==> src/rtl/lprf_pkg.sv <==
`default_nettype none

package lprf_pkg;

    // Field widths of a point and of the range result.
    localparam int COORD_BITS     = 20;
    localparam int INTENSITY_BITS = 16;

    // Sum of three squares and the square-root remainder.
    localparam int SUM_BITS = 2 * COORD_BITS;
    localparam int REM_BITS = COORD_BITS + 2;

    // Register indexes of the configuration port.
    typedef enum logic [1:0] {
        CFG_MIN_RANGE  = 2'd0,
        CFG_MAX_RANGE  = 2'd1,
        CFG_MIN_HEIGHT = 2'd2,
        CFG_MAX_HEIGHT = 2'd3
    } cfg_idx_t;

    // One input point.
    typedef struct packed {
        logic signed [COORD_BITS-1:0]   x_mm;
        logic signed [COORD_BITS-1:0]   y_mm;
        logic signed [COORD_BITS-1:0]   z_mm;
        logic        [INTENSITY_BITS-1:0] intensity;
        logic                           invalid;
        logic                           frame_last;
    } in_t;

    // One filtered result.
    typedef struct packed {
        logic                           keep;
        logic signed [COORD_BITS-1:0]   out_x_mm;
        logic signed [COORD_BITS-1:0]   out_y_mm;
        logic signed [COORD_BITS-1:0]   out_z_mm;
        logic        [INTENSITY_BITS-1:0] out_intensity;
        logic        [COORD_BITS-1:0]   range_mm;
        logic                           out_frame_last;
    } out_t;

    // Working state of the digit-by-digit square root.
    typedef struct packed {
        logic [REM_BITS-1:0]   rem;
        logic [COORD_BITS-1:0] root;
        logic [SUM_BITS-1:0]   rad;
    } sq_t;

    // Control that travels with every square-root step.
    typedef struct packed {
        logic enable;
        logic valid;
    } stg_ctl_t;

endpackage

`default_nettype wire

==> src/rtl/lprf_sqrt_stage.sv <==
`default_nettype none

module lprf_sqrt_stage (
    input  wire logic             aclk,
    input  wire logic             aresetn,
    input  wire lprf_pkg::stg_ctl_t in_ctl,
    input  wire lprf_pkg::sq_t    in_sq,
    input  wire lprf_pkg::in_t    in_pt,
    output logic                  out_valid,
    output lprf_pkg::sq_t         out_sq,
    output lprf_pkg::in_t         out_pt
);

    localparam int CB = lprf_pkg::COORD_BITS;
    localparam int RB = lprf_pkg::REM_BITS;
    localparam int SB = lprf_pkg::SUM_BITS;

    logic          valid_reg;
    lprf_pkg::sq_t sq_reg;
    lprf_pkg::sq_t sq_next;
    lprf_pkg::in_t pt_reg;

    logic [RB-1:0] rem_sh;
    logic [RB-1:0] trial;
    logic          fits;

    // One result bit: bring down the next two radicand bits and try to subtract.
    always_comb begin
        rem_sh = {in_sq.rem[RB-3:0], in_sq.rad[SB-1 -: 2]};
        trial  = {in_sq.root, 2'b01};
        fits   = (rem_sh >= trial);
        sq_next.rad = {in_sq.rad[SB-3:0], 2'b00};
        if (fits) begin
            sq_next.rem  = rem_sh - trial;
            sq_next.root = {in_sq.root[CB-2:0], 1'b1};
        end else begin
            sq_next.rem  = rem_sh;
            sq_next.root = {in_sq.root[CB-2:0], 1'b0};
        end
    end

    // The valid bit is reset; the data registers simply follow it.
    always_ff @(posedge aclk) begin
        if (!aresetn) begin
            valid_reg <= 1'b0;
        end else if (in_ctl.enable) begin
            valid_reg <= in_ctl.valid;
        end
    end

    always_ff @(posedge aclk) begin
        if (in_ctl.enable) begin
            sq_reg <= sq_next;
            pt_reg <= in_pt;
        end
    end

    assign out_valid = valid_reg;
    assign out_sq    = sq_reg;
    assign out_pt    = pt_reg;

endmodule

`default_nettype wire

==> src/rtl/lidar_point_range_filter.sv <==
// Throughput: one point per cycle while the output is not stalled; the pipeline is one square stage,
// one sum stage, one stage per range bit of the square root and one compare and output stage.
// A stall at the output holds every stage at once, so no beat is lost or repeated.
// Reset is synchronous and active low: it clears all valid bits and loads the
// range and height bounds with their widest settings.
`default_nettype none

module lidar_point_range_filter (
    input  wire logic              aclk,
    input  wire logic              aresetn,
    input  wire logic              s_valid,
    output logic                   s_ready,
    input  wire lprf_pkg::in_t     s_data,
    output logic                   m_valid,
    input  wire logic              m_ready,
    output lprf_pkg::out_t         m_data,
    input  wire logic              cfg_valid,
    output logic                   cfg_ready,
    input  wire lprf_pkg::cfg_idx_t cfg_index,
    input  wire logic [lprf_pkg::COORD_BITS-1:0] cfg_data
);

    localparam int CB = lprf_pkg::COORD_BITS;
    localparam int SB = lprf_pkg::SUM_BITS;

    // Configuration registers.
    logic        [CB-1:0] min_range_reg;
    logic        [CB-1:0] max_range_reg;
    logic signed [CB-1:0] min_height_reg;
    logic signed [CB-1:0] max_height_reg;

    // Whole pipeline moves together whenever the output register can take a beat.
    logic advance;

    // Square stage.
    logic          sqr_valid_reg;
    lprf_pkg::in_t sqr_pt_reg;
    logic [SB-1:0] sq_x_reg;
    logic [SB-1:0] sq_y_reg;
    logic [SB-1:0] sq_z_reg;
    logic [CB-1:0] mag_x;
    logic [CB-1:0] mag_y;
    logic [CB-1:0] mag_z;

    // Sum stage.
    logic          sum_valid_reg;
    lprf_pkg::in_t sum_pt_reg;
    logic [SB-1:0] sum_reg;
    logic [SB-1:0] sum_next;

    // Square-root chain: entry 0 is the sum stage, entry CB is the last step.
    logic               chain_valid [CB+1];
    lprf_pkg::sq_t      chain_sq    [CB+1];
    lprf_pkg::in_t      chain_pt    [CB+1];
    lprf_pkg::stg_ctl_t chain_ctl   [CB];

    // Output stage.
    logic           out_valid_reg;
    lprf_pkg::out_t out_reg;
    lprf_pkg::out_t out_next;
    lprf_pkg::in_t  fin_pt;
    logic [CB-1:0]  fin_range;

    assign advance   = !out_valid_reg || m_ready;
    assign s_ready   = advance;
    assign cfg_ready = 1'b1;

    // Configuration writes.
    always_ff @(posedge aclk) begin
        if (!aresetn) begin
            min_range_reg  <= '0;
            max_range_reg  <= '1;
            min_height_reg <= {1'b1, {(CB-1){1'b0}}};
            max_height_reg <= {1'b0, {(CB-1){1'b1}}};
        end else if (cfg_valid) begin
            unique case (cfg_index)
                lprf_pkg::CFG_MIN_RANGE:  min_range_reg  <= cfg_data;
                lprf_pkg::CFG_MAX_RANGE:  max_range_reg  <= cfg_data;
                lprf_pkg::CFG_MIN_HEIGHT: min_height_reg <= cfg_data;
                lprf_pkg::CFG_MAX_HEIGHT: max_height_reg <= cfg_data;
            endcase
        end
    end

    // Magnitudes of the coordinates; the most negative value wraps to its true magnitude.
    assign mag_x = s_data.x_mm[CB-1] ? (~s_data.x_mm + CB'(1)) : s_data.x_mm;
    assign mag_y = s_data.y_mm[CB-1] ? (~s_data.y_mm + CB'(1)) : s_data.y_mm;
    assign mag_z = s_data.z_mm[CB-1] ? (~s_data.z_mm + CB'(1)) : s_data.z_mm;

    // Valid bits of the square, sum and output stages.
    always_ff @(posedge aclk) begin
        if (!aresetn) begin
            sqr_valid_reg <= 1'b0;
            sum_valid_reg <= 1'b0;
            out_valid_reg <= 1'b0;
        end else if (advance) begin
            sqr_valid_reg <= s_valid;
            sum_valid_reg <= sqr_valid_reg;
            out_valid_reg <= chain_valid[CB];
        end
    end

    // Squares of the magnitudes, one multiplier per coordinate.
    always_ff @(posedge aclk) begin
        if (advance) begin
            sqr_pt_reg <= s_data;
            sq_x_reg   <= SB'(mag_x) * SB'(mag_x);
            sq_y_reg   <= SB'(mag_y) * SB'(mag_y);
            sq_z_reg   <= SB'(mag_z) * SB'(mag_z);
        end
    end

    // Sum of squares; three squares of at most 2^(2*CB-2) stay below 2^SB.
    assign sum_next = sq_x_reg + sq_y_reg + sq_z_reg;

    always_ff @(posedge aclk) begin
        if (advance) begin
            sum_pt_reg <= sqr_pt_reg;
            sum_reg    <= sum_next;
        end
    end

    // Seed of the square-root chain.
    assign chain_valid[0]   = sum_valid_reg;
    assign chain_pt[0]      = sum_pt_reg;
    assign chain_sq[0].rem  = '0;
    assign chain_sq[0].root = '0;
    assign chain_sq[0].rad  = sum_reg;

    // One registered step per result bit.
    for (genvar k = 0; k < CB; k++) begin : g_sqrt
        assign chain_ctl[k].enable = advance;
        assign chain_ctl[k].valid  = chain_valid[k];

        lprf_sqrt_stage u_step (
            .aclk      (aclk),
            .aresetn   (aresetn),
            .in_ctl    (chain_ctl[k]),
            .in_sq     (chain_sq[k]),
            .in_pt     (chain_pt[k]),
            .out_valid (chain_valid[k+1]),
            .out_sq    (chain_sq[k+1]),
            .out_pt    (chain_pt[k+1])
        );
    end

    // Range and height checks; all bounds are inclusive.
    assign fin_pt    = chain_pt[CB];
    assign fin_range = chain_sq[CB].root;

    always_comb begin
        out_next.keep = !fin_pt.invalid
            && (fin_range >= min_range_reg) && (fin_range <= max_range_reg)
            && ($signed(fin_pt.z_mm) >= min_height_reg)
            && ($signed(fin_pt.z_mm) <= max_height_reg);
        out_next.out_x_mm       = fin_pt.x_mm;
        out_next.out_y_mm       = fin_pt.y_mm;
        out_next.out_z_mm       = fin_pt.z_mm;
        out_next.out_intensity  = fin_pt.intensity;
        out_next.range_mm       = fin_range;
        out_next.out_frame_last = fin_pt.frame_last;
    end

    always_ff @(posedge aclk) begin
        if (advance) begin
            out_reg <= out_next;
        end
    end

    assign m_valid = out_valid_reg;
    assign m_data  = out_reg;

endmodule

`default_nettype wire
==> config.mk <==
export PLATFORM = sky130hd
export DESIGN_NAME = lidar_point_range_filter
export DESIGN_NICKNAME = d
export VERILOG_FILES = /design/src/rtl/lprf_pkg.sv /design/src/rtl/lprf_sqrt_stage.sv /design/src/rtl/lidar_point_range_filter.sv
export SDC_FILE = /design/constraint.sdc
export NUM_CORES = 2
export LEC_CHECK = 0
export BUFFER_PORTS_ARGS = -buffer_cell sky130_fd_sc_hd__buf_2
export CORE_ASPECT_RATIO = 0.8
export CORE_UTILIZATION = 30
export CTS_BUF_LIST = sky130_fd_sc_hd__clkbuf_8
export DETAILED_ROUTE_END_ITERATION = 7
export PLACE_DENSITY_LB_ADDON = 0.12
export REMOVE_ABC_BUFFERS = 1
export SLEW_MARGIN = 10
export SYNTH_ARGS = -nofsm -noshare
export SYNTH_HDL_FRONTEND = slang
export SYNTH_SLANG_ARGS = --single-unit
==> constraint.sdc <==
create_clock -name aclk -period 139.4 [get_ports aclk]
set_input_delay 6.97 -clock aclk [delete_from_list [all_inputs] [get_ports aclk]]
set_output_delay 6.97 -clock aclk [all_outputs]
set_load 0.1 [all_outputs]
* Word-level counts from Yosys, hierarchy flattened *
Index checks and enable logic that the tools add are counted.

storage, ports and cells
  word-level logic and storage cells = 321
  register bits = 3220
  input bits = 105
  output and inout bits = 101

cells by class
  order comparisons = 24
  reduce and logical (&&, ||, !) cells = 12
  eq/ne operators = 3
  add/subtract/negate cells = 24
  $mul = 3
  bitwise operators = 3
  muxes and demuxes = 23

operators with widths
  cell                   number
  $mux 40                18
  $ge 22x22->1           19
  $sub 20x20->20         18
  $mul 20x20->40         3
  $add 40x40->40         2
  $add 20x2->20 const B  3
  $mux 20                3
  $not 20->20            3
  $ge 20x20->1           2
  $le 20x20->1           2
  $mux 22                1
  $reduce_and 2->1       4
  $eq 2x2->1 const B     2
  $logic_and 1x1->1      4
  $sub 2x1->3 const B    1
  $eq 2x1->1 const B     1
  $ge 2x1->1 const B     1
  $logic_not 1->1        2
  $logic_not 2->1        1
  $logic_or 1x1->1       1
  $mux 1                 1

* Logic depth before layout (Yosys ltp) *
  word-level depth = 5
  gate-level depth with buffers = 36
  gate-level depth less buffers = 33

* Modules after synthesis *
A second synthesis with hierarchy kept.

second synthesis, totals
  cell total of the unflattened synthesis = 13360
  area total of the unflattened synthesis = 183982.7 µm²

modules (own cells, without submodules)
  module                    area each (µm²)  times used  cells an instance
  lprf_sqrt_stage           6471.2           20          406
  lidar_point_range_filter  54558.6          1           5240

* Worst setup path after synthesis *
Ideal clock, no wire load.

  path kind = in2out
  from = input port m_ready
  to = output port s_ready
  cell stages on the path = 4
  path slack = 45.915 ns
  arrival = 86.515 ns
  path through = nor2b_1 clkbuf_1 inv_1 clkbuf_1

on the way
  cells in the longest elaborated chain, start to end = 1

ends and longest elaborated chain
  element             RTL line                        source
  start: declaration  lidar_point_range_filter.sv:15  input wire logic m_ready,
  $logic_or 1x1->1    lidar_point_range_filter.sv:64  assign advance = !out_valid_reg || m_ready;
  end: declaration    lidar_point_range_filter.sv:12  output logic s_ready,

Every way passes these cells.

* Final worst setup path *
  from = input port s_data[21] (netlist bit)
  to = register sq_z_reg[35], data pin

on the way
  cells in the longest elaborated chain, start to end = 4

ends and longest elaborated chain
  element                 RTL line                         source
  start: declaration      lidar_point_range_filter.sv:13   input wire lprf_pkg::in_t s_data,
  $not 20->20             lidar_point_range_filter.sv:88   assign mag_z = s_data.z_mm[CB-1] ? (~s_data.z_mm + CB'(1)) : s_data.z_mm;
  $add 20x2->20           lidar_point_range_filter.sv:88
  $mux 20 *               lidar_point_range_filter.sv:88
  $mul 20x20->40 *        lidar_point_range_filter.sv:109  sq_z_reg <= SB'(mag_z) * SB'(mag_z);
  end signal: assignment  lidar_point_range_filter.sv:109
  end: declaration        lidar_point_range_filter.sv:40   logic [SB-1:0] sq_z_reg;

Mark *: on every way between the ends. The rest lies on a longest branch, timed or not.
A chain may end at the register's enable or synchronous reset.

==> summary.md <==
| Metric | Value |
|---|---|
| Status | `complete, no violations` |
| Die outline height | `just over 600 um` |
| First-pass GRT wire length | `about 470 mm` |
| Final setup violation count | `0` |
| Max Clock Freq | `~60 MHz` |
| Total number of vias | `around 76,000` |
| Routability congestion estimate from global placement | `~0.84` |
| Number of standard-cell rows in the floorplan | `between 200 and 250` |
| Half-perimeter wire length of the detailed placement result | `between 200 and 250 mm` |
| Share of async-settable or async-resettable flops after synthesis | `0%` |
| Hold Path Class | `flip-flop to flip-flop` |
| Area fraction of the dominant cell type after synthesis | `between 60 and 70%` |
| Inserted Clock Buffers | `535` |
| Number of global-route vias before repair | `between 80,000 and 90,000` |
| Library cells used by synthesis | `between 80 and 90` |
| Number of slew-limit violations in the final report | `0` |
| Max-cap check violation count | `0` |
| Final standard cell area without fillers | `roughly 160,000 um2` |
| Count of input and output buffers | `between 200 and 250` |
| Count of synthesis-stage warnings from yosys | `0` |
| Area post-placement | `154,000 um2` |
| Largest stage delay on the critical path | `between 0.8 and 0.9 ns` |
| GRT Overall Usage | `about an eighth` |
| Final wirelength | `about 300 mm` |
| Remaining Overflow, GRT | `0` |
| Clk pin slew, worst setup/hold paths | `~0.06 ns` |
| DRC viols | `0` |
| Post-layout min period | `16.41 ns` |
| Std-Cell Core Area | `approximately 480,000 um2` |
| Fillcell total | `roughly 47,000` |
| Total clock sinks | `~3,000` |
| Sequential-to-total area share from yosys stat | `62.0%` |
| Routed wire per std cell | `~17 um` |
| Setup repair after global routing missed its margin | `false` |
| CP required | `roughly 140 ns` |
| Max Root-Sink Buffers | `4` |
| Die boundary width | `slightly below 800 um` |
| Number of antenna violations at the first check in global routing | `15` |
| Largest net degree at the start of global routing | `about 180` |
| Number of levels in the clock H-tree | `6` |
| Via density | `about 4.3` |
| Antenna-violating nets left | `0` |
| First-pass detailed-route iteration total | `6` |
| Register bit total from synthesis | `a little over 3,000` |
| Share of layout cells above drive strength 1 | `roughly a tenth` |
| Start-to-end type of the worst setup path | `input port to flip-flop` |
| Maximum fanout count along the critical path | `12` |
| Setup TNS after final layout | `0 ns` |
| Clock tree skew after final layout | `between 0.07 and 0.08 ns` |
| CP startpoint kind | `input port` |
| Cell repeated most along the worst path | `sky130_fd_sc_hd__fa_1` |
| CTS Root Cell | `sky130_fd_sc_hd__clkbuf_8` |
| Per-instance average area after synthesis | `14.4 um2` |
| Count of endpoints failing hold in the final timing report | `0` |
| Initial drt markers | `4,672` |
| Worst rel slew slack | `between 10% and 20%` |
| Worst skew pair latency | `1.14 ns` |
| Slew of the pin with the lowest slew margin | `1.23 ns` |
| Most used DFF post-synth | `sky130_fd_sc_hd__edfxtp_1` |
| TritonCTS clock tree | `yes` |
| Worst-path cell with the longest stage delay | `sky130_fd_sc_hd__xnor2_1` |
| Final clock period utilization by the worst path | `about an eighth` |
| Combined buffer and inverter count along the critical path | `8` |
| Cell class contributing the biggest share of worst-path delay | `adder cells` |
| Critical path endpoint category | `flip-flop` |
| Count of instances resized after the clock tree is built | `0` |
| Die area | `about 480,000 um2` |
| Arrival time at the worst endpoint | `~17 ns` |
| Num ports | `~210` |
| Setup repair bufs after CTS | `0` |
| Cell type contributing the most total cell area after synthesis | `sky130_fd_sc_hd__edfxtp_1` |
| Mapped Cells | `~10,000` |
| Area overhead of the layout relative to synthesis | `13.3%` |
| Starting Density | `a little under a third` |
| Number of enable-type register cells in the synthesized netlist | `between 2,000 and 3,000` |
| Max reg flops | `1,560` |
| Net total in the final layout | `between 10,000 and 15,000` |
| # hold bufs at CTS | `0` |
| Post-synth design cell area | `145,000 um2` |
| Leading cell types by total area after synthesis | `sky130_fd_sc_hd__edfxtp_1 (61%), sky130_fd_sc_hd__fa_1 (12%), sky130_fd_sc_hd__ha_1 (6.8%), sky130_fd_sc_hd__inv_1 (4.0%), sky130_fd_sc_hd__nand2_1 (2.0%)` |
-- path summary, 6_finish.rpt --
kind | from | endpoint | slack, ns | cells past startpoint
hold reg to reg | g_sqrt[11].u_step.out_pt[38]$_DFFE_PP_ | g_sqrt[12].u_step.out_pt[38]$_DFFE_PP_ | 0.36 | 0
setup / recovery | s_data[21] | sq_z_reg[35]$_DFFE_PP_ | 122.99 | 33
setup reg to reg | m_valid$_SDFFE_PN0P_ | g_sqrt[10].u_step.out_pt[48]$_DFFE_PP_ | 132.76 | 9
hold / removal | g_sqrt[11].u_step.out_pt[38]$_DFFE_PP_ | g_sqrt[12].u_step.out_pt[38]$_DFFE_PP_ | 0.36 | 0
-- kinds of logic after synthesis --
logic type / share of synthesized area (%)
compound gates: 5.39
flops: 62.0
other cells: 0.00520
mux: 0.251
buf+inv: 4.43
fa+ha+maj: 19.0
simple gates: 6.08
xor+xnor: 2.83
-- layout make-up --
class	count	area, um2	share of cell area (%)
well taps	6412	8020	4.90
clock inverters	387	2110	1.29
diodes	6	15.0	0.00917
repair buffers	306	1820	1.11
multi-input cells	5358	48800	29.8
inverters	1540	5790	3.54
flip-flops and latches	3018	89600	54.7
clock buffers	544	7490	4.57
-- layout by cell type (no fill, tap or decap), types with 112 or more instances in the layout --
cell type / n
sky130_fd_sc_hd__nand2_1: 782
sky130_fd_sc_hd__edfxtp_1: 2915
sky130_fd_sc_hd__a21oi_1: 335
sky130_fd_sc_hd__fa_1: 880
sky130_fd_sc_hd__inv_1: 1701
sky130_fd_sc_hd__clkinv_1: 112
sky130_fd_sc_hd__clkbuf_8: 544
sky130_fd_sc_hd__xnor2_1: 288
sky130_fd_sc_hd__xor2_1: 166
sky130_fd_sc_hd__buf_2: 204
sky130_fd_sc_hd__nor2_1: 486
sky130_fd_sc_hd__ha_1: 789
sky130_fd_sc_hd__a21o_1: 165
sky130_fd_sc_hd__o21ai_0: 270
-- Yosys cell counts (148+ instances only) --
cell type,instances
sky130_fd_sc_hd__o21ai_0,271
sky130_fd_sc_hd__ha_1,789
sky130_fd_sc_hd__nand2_1,782
sky130_fd_sc_hd__a21o_1,165
sky130_fd_sc_hd__a21oi_1,335
sky130_fd_sc_hd__inv_1,1530
sky130_fd_sc_hd__clkbuf_1,148
sky130_fd_sc_hd__fa_1,880
sky130_fd_sc_hd__nor2_1,487
sky130_fd_sc_hd__xnor2_1,293
sky130_fd_sc_hd__edfxtp_1,2915
sky130_fd_sc_hd__xor2_1,171
-- per-stage QoR --
stage	utilization, %	setup WS (ns)	cells	hold slack, ns
2_1_floorplan	-	68.38	9916	0.400
3_3_place_gp	32.2	121.95	16600	0.400
3_5_place_dp	32.2	121.90	16600	0.405
4_1_cts	34.2	123.19	17600	0.347
5_1_grt	34.2	122.42	17600	0.358
6_report	34.2	122.99	17600	0.364
-- layer usage --
metal,track usage [%],share of wire [%],vias up
met5,0,0.0093,-
met4,3.83,2.8,6
met3,2.02,4.3,515
met2,19.4,45,1437
met1,17.2,48,38100
li1,-,-,36300
Power is left out: the tool's default activity adds up to more than one toggle a clock period on the data nets, which glitch-free logic cannot reach.
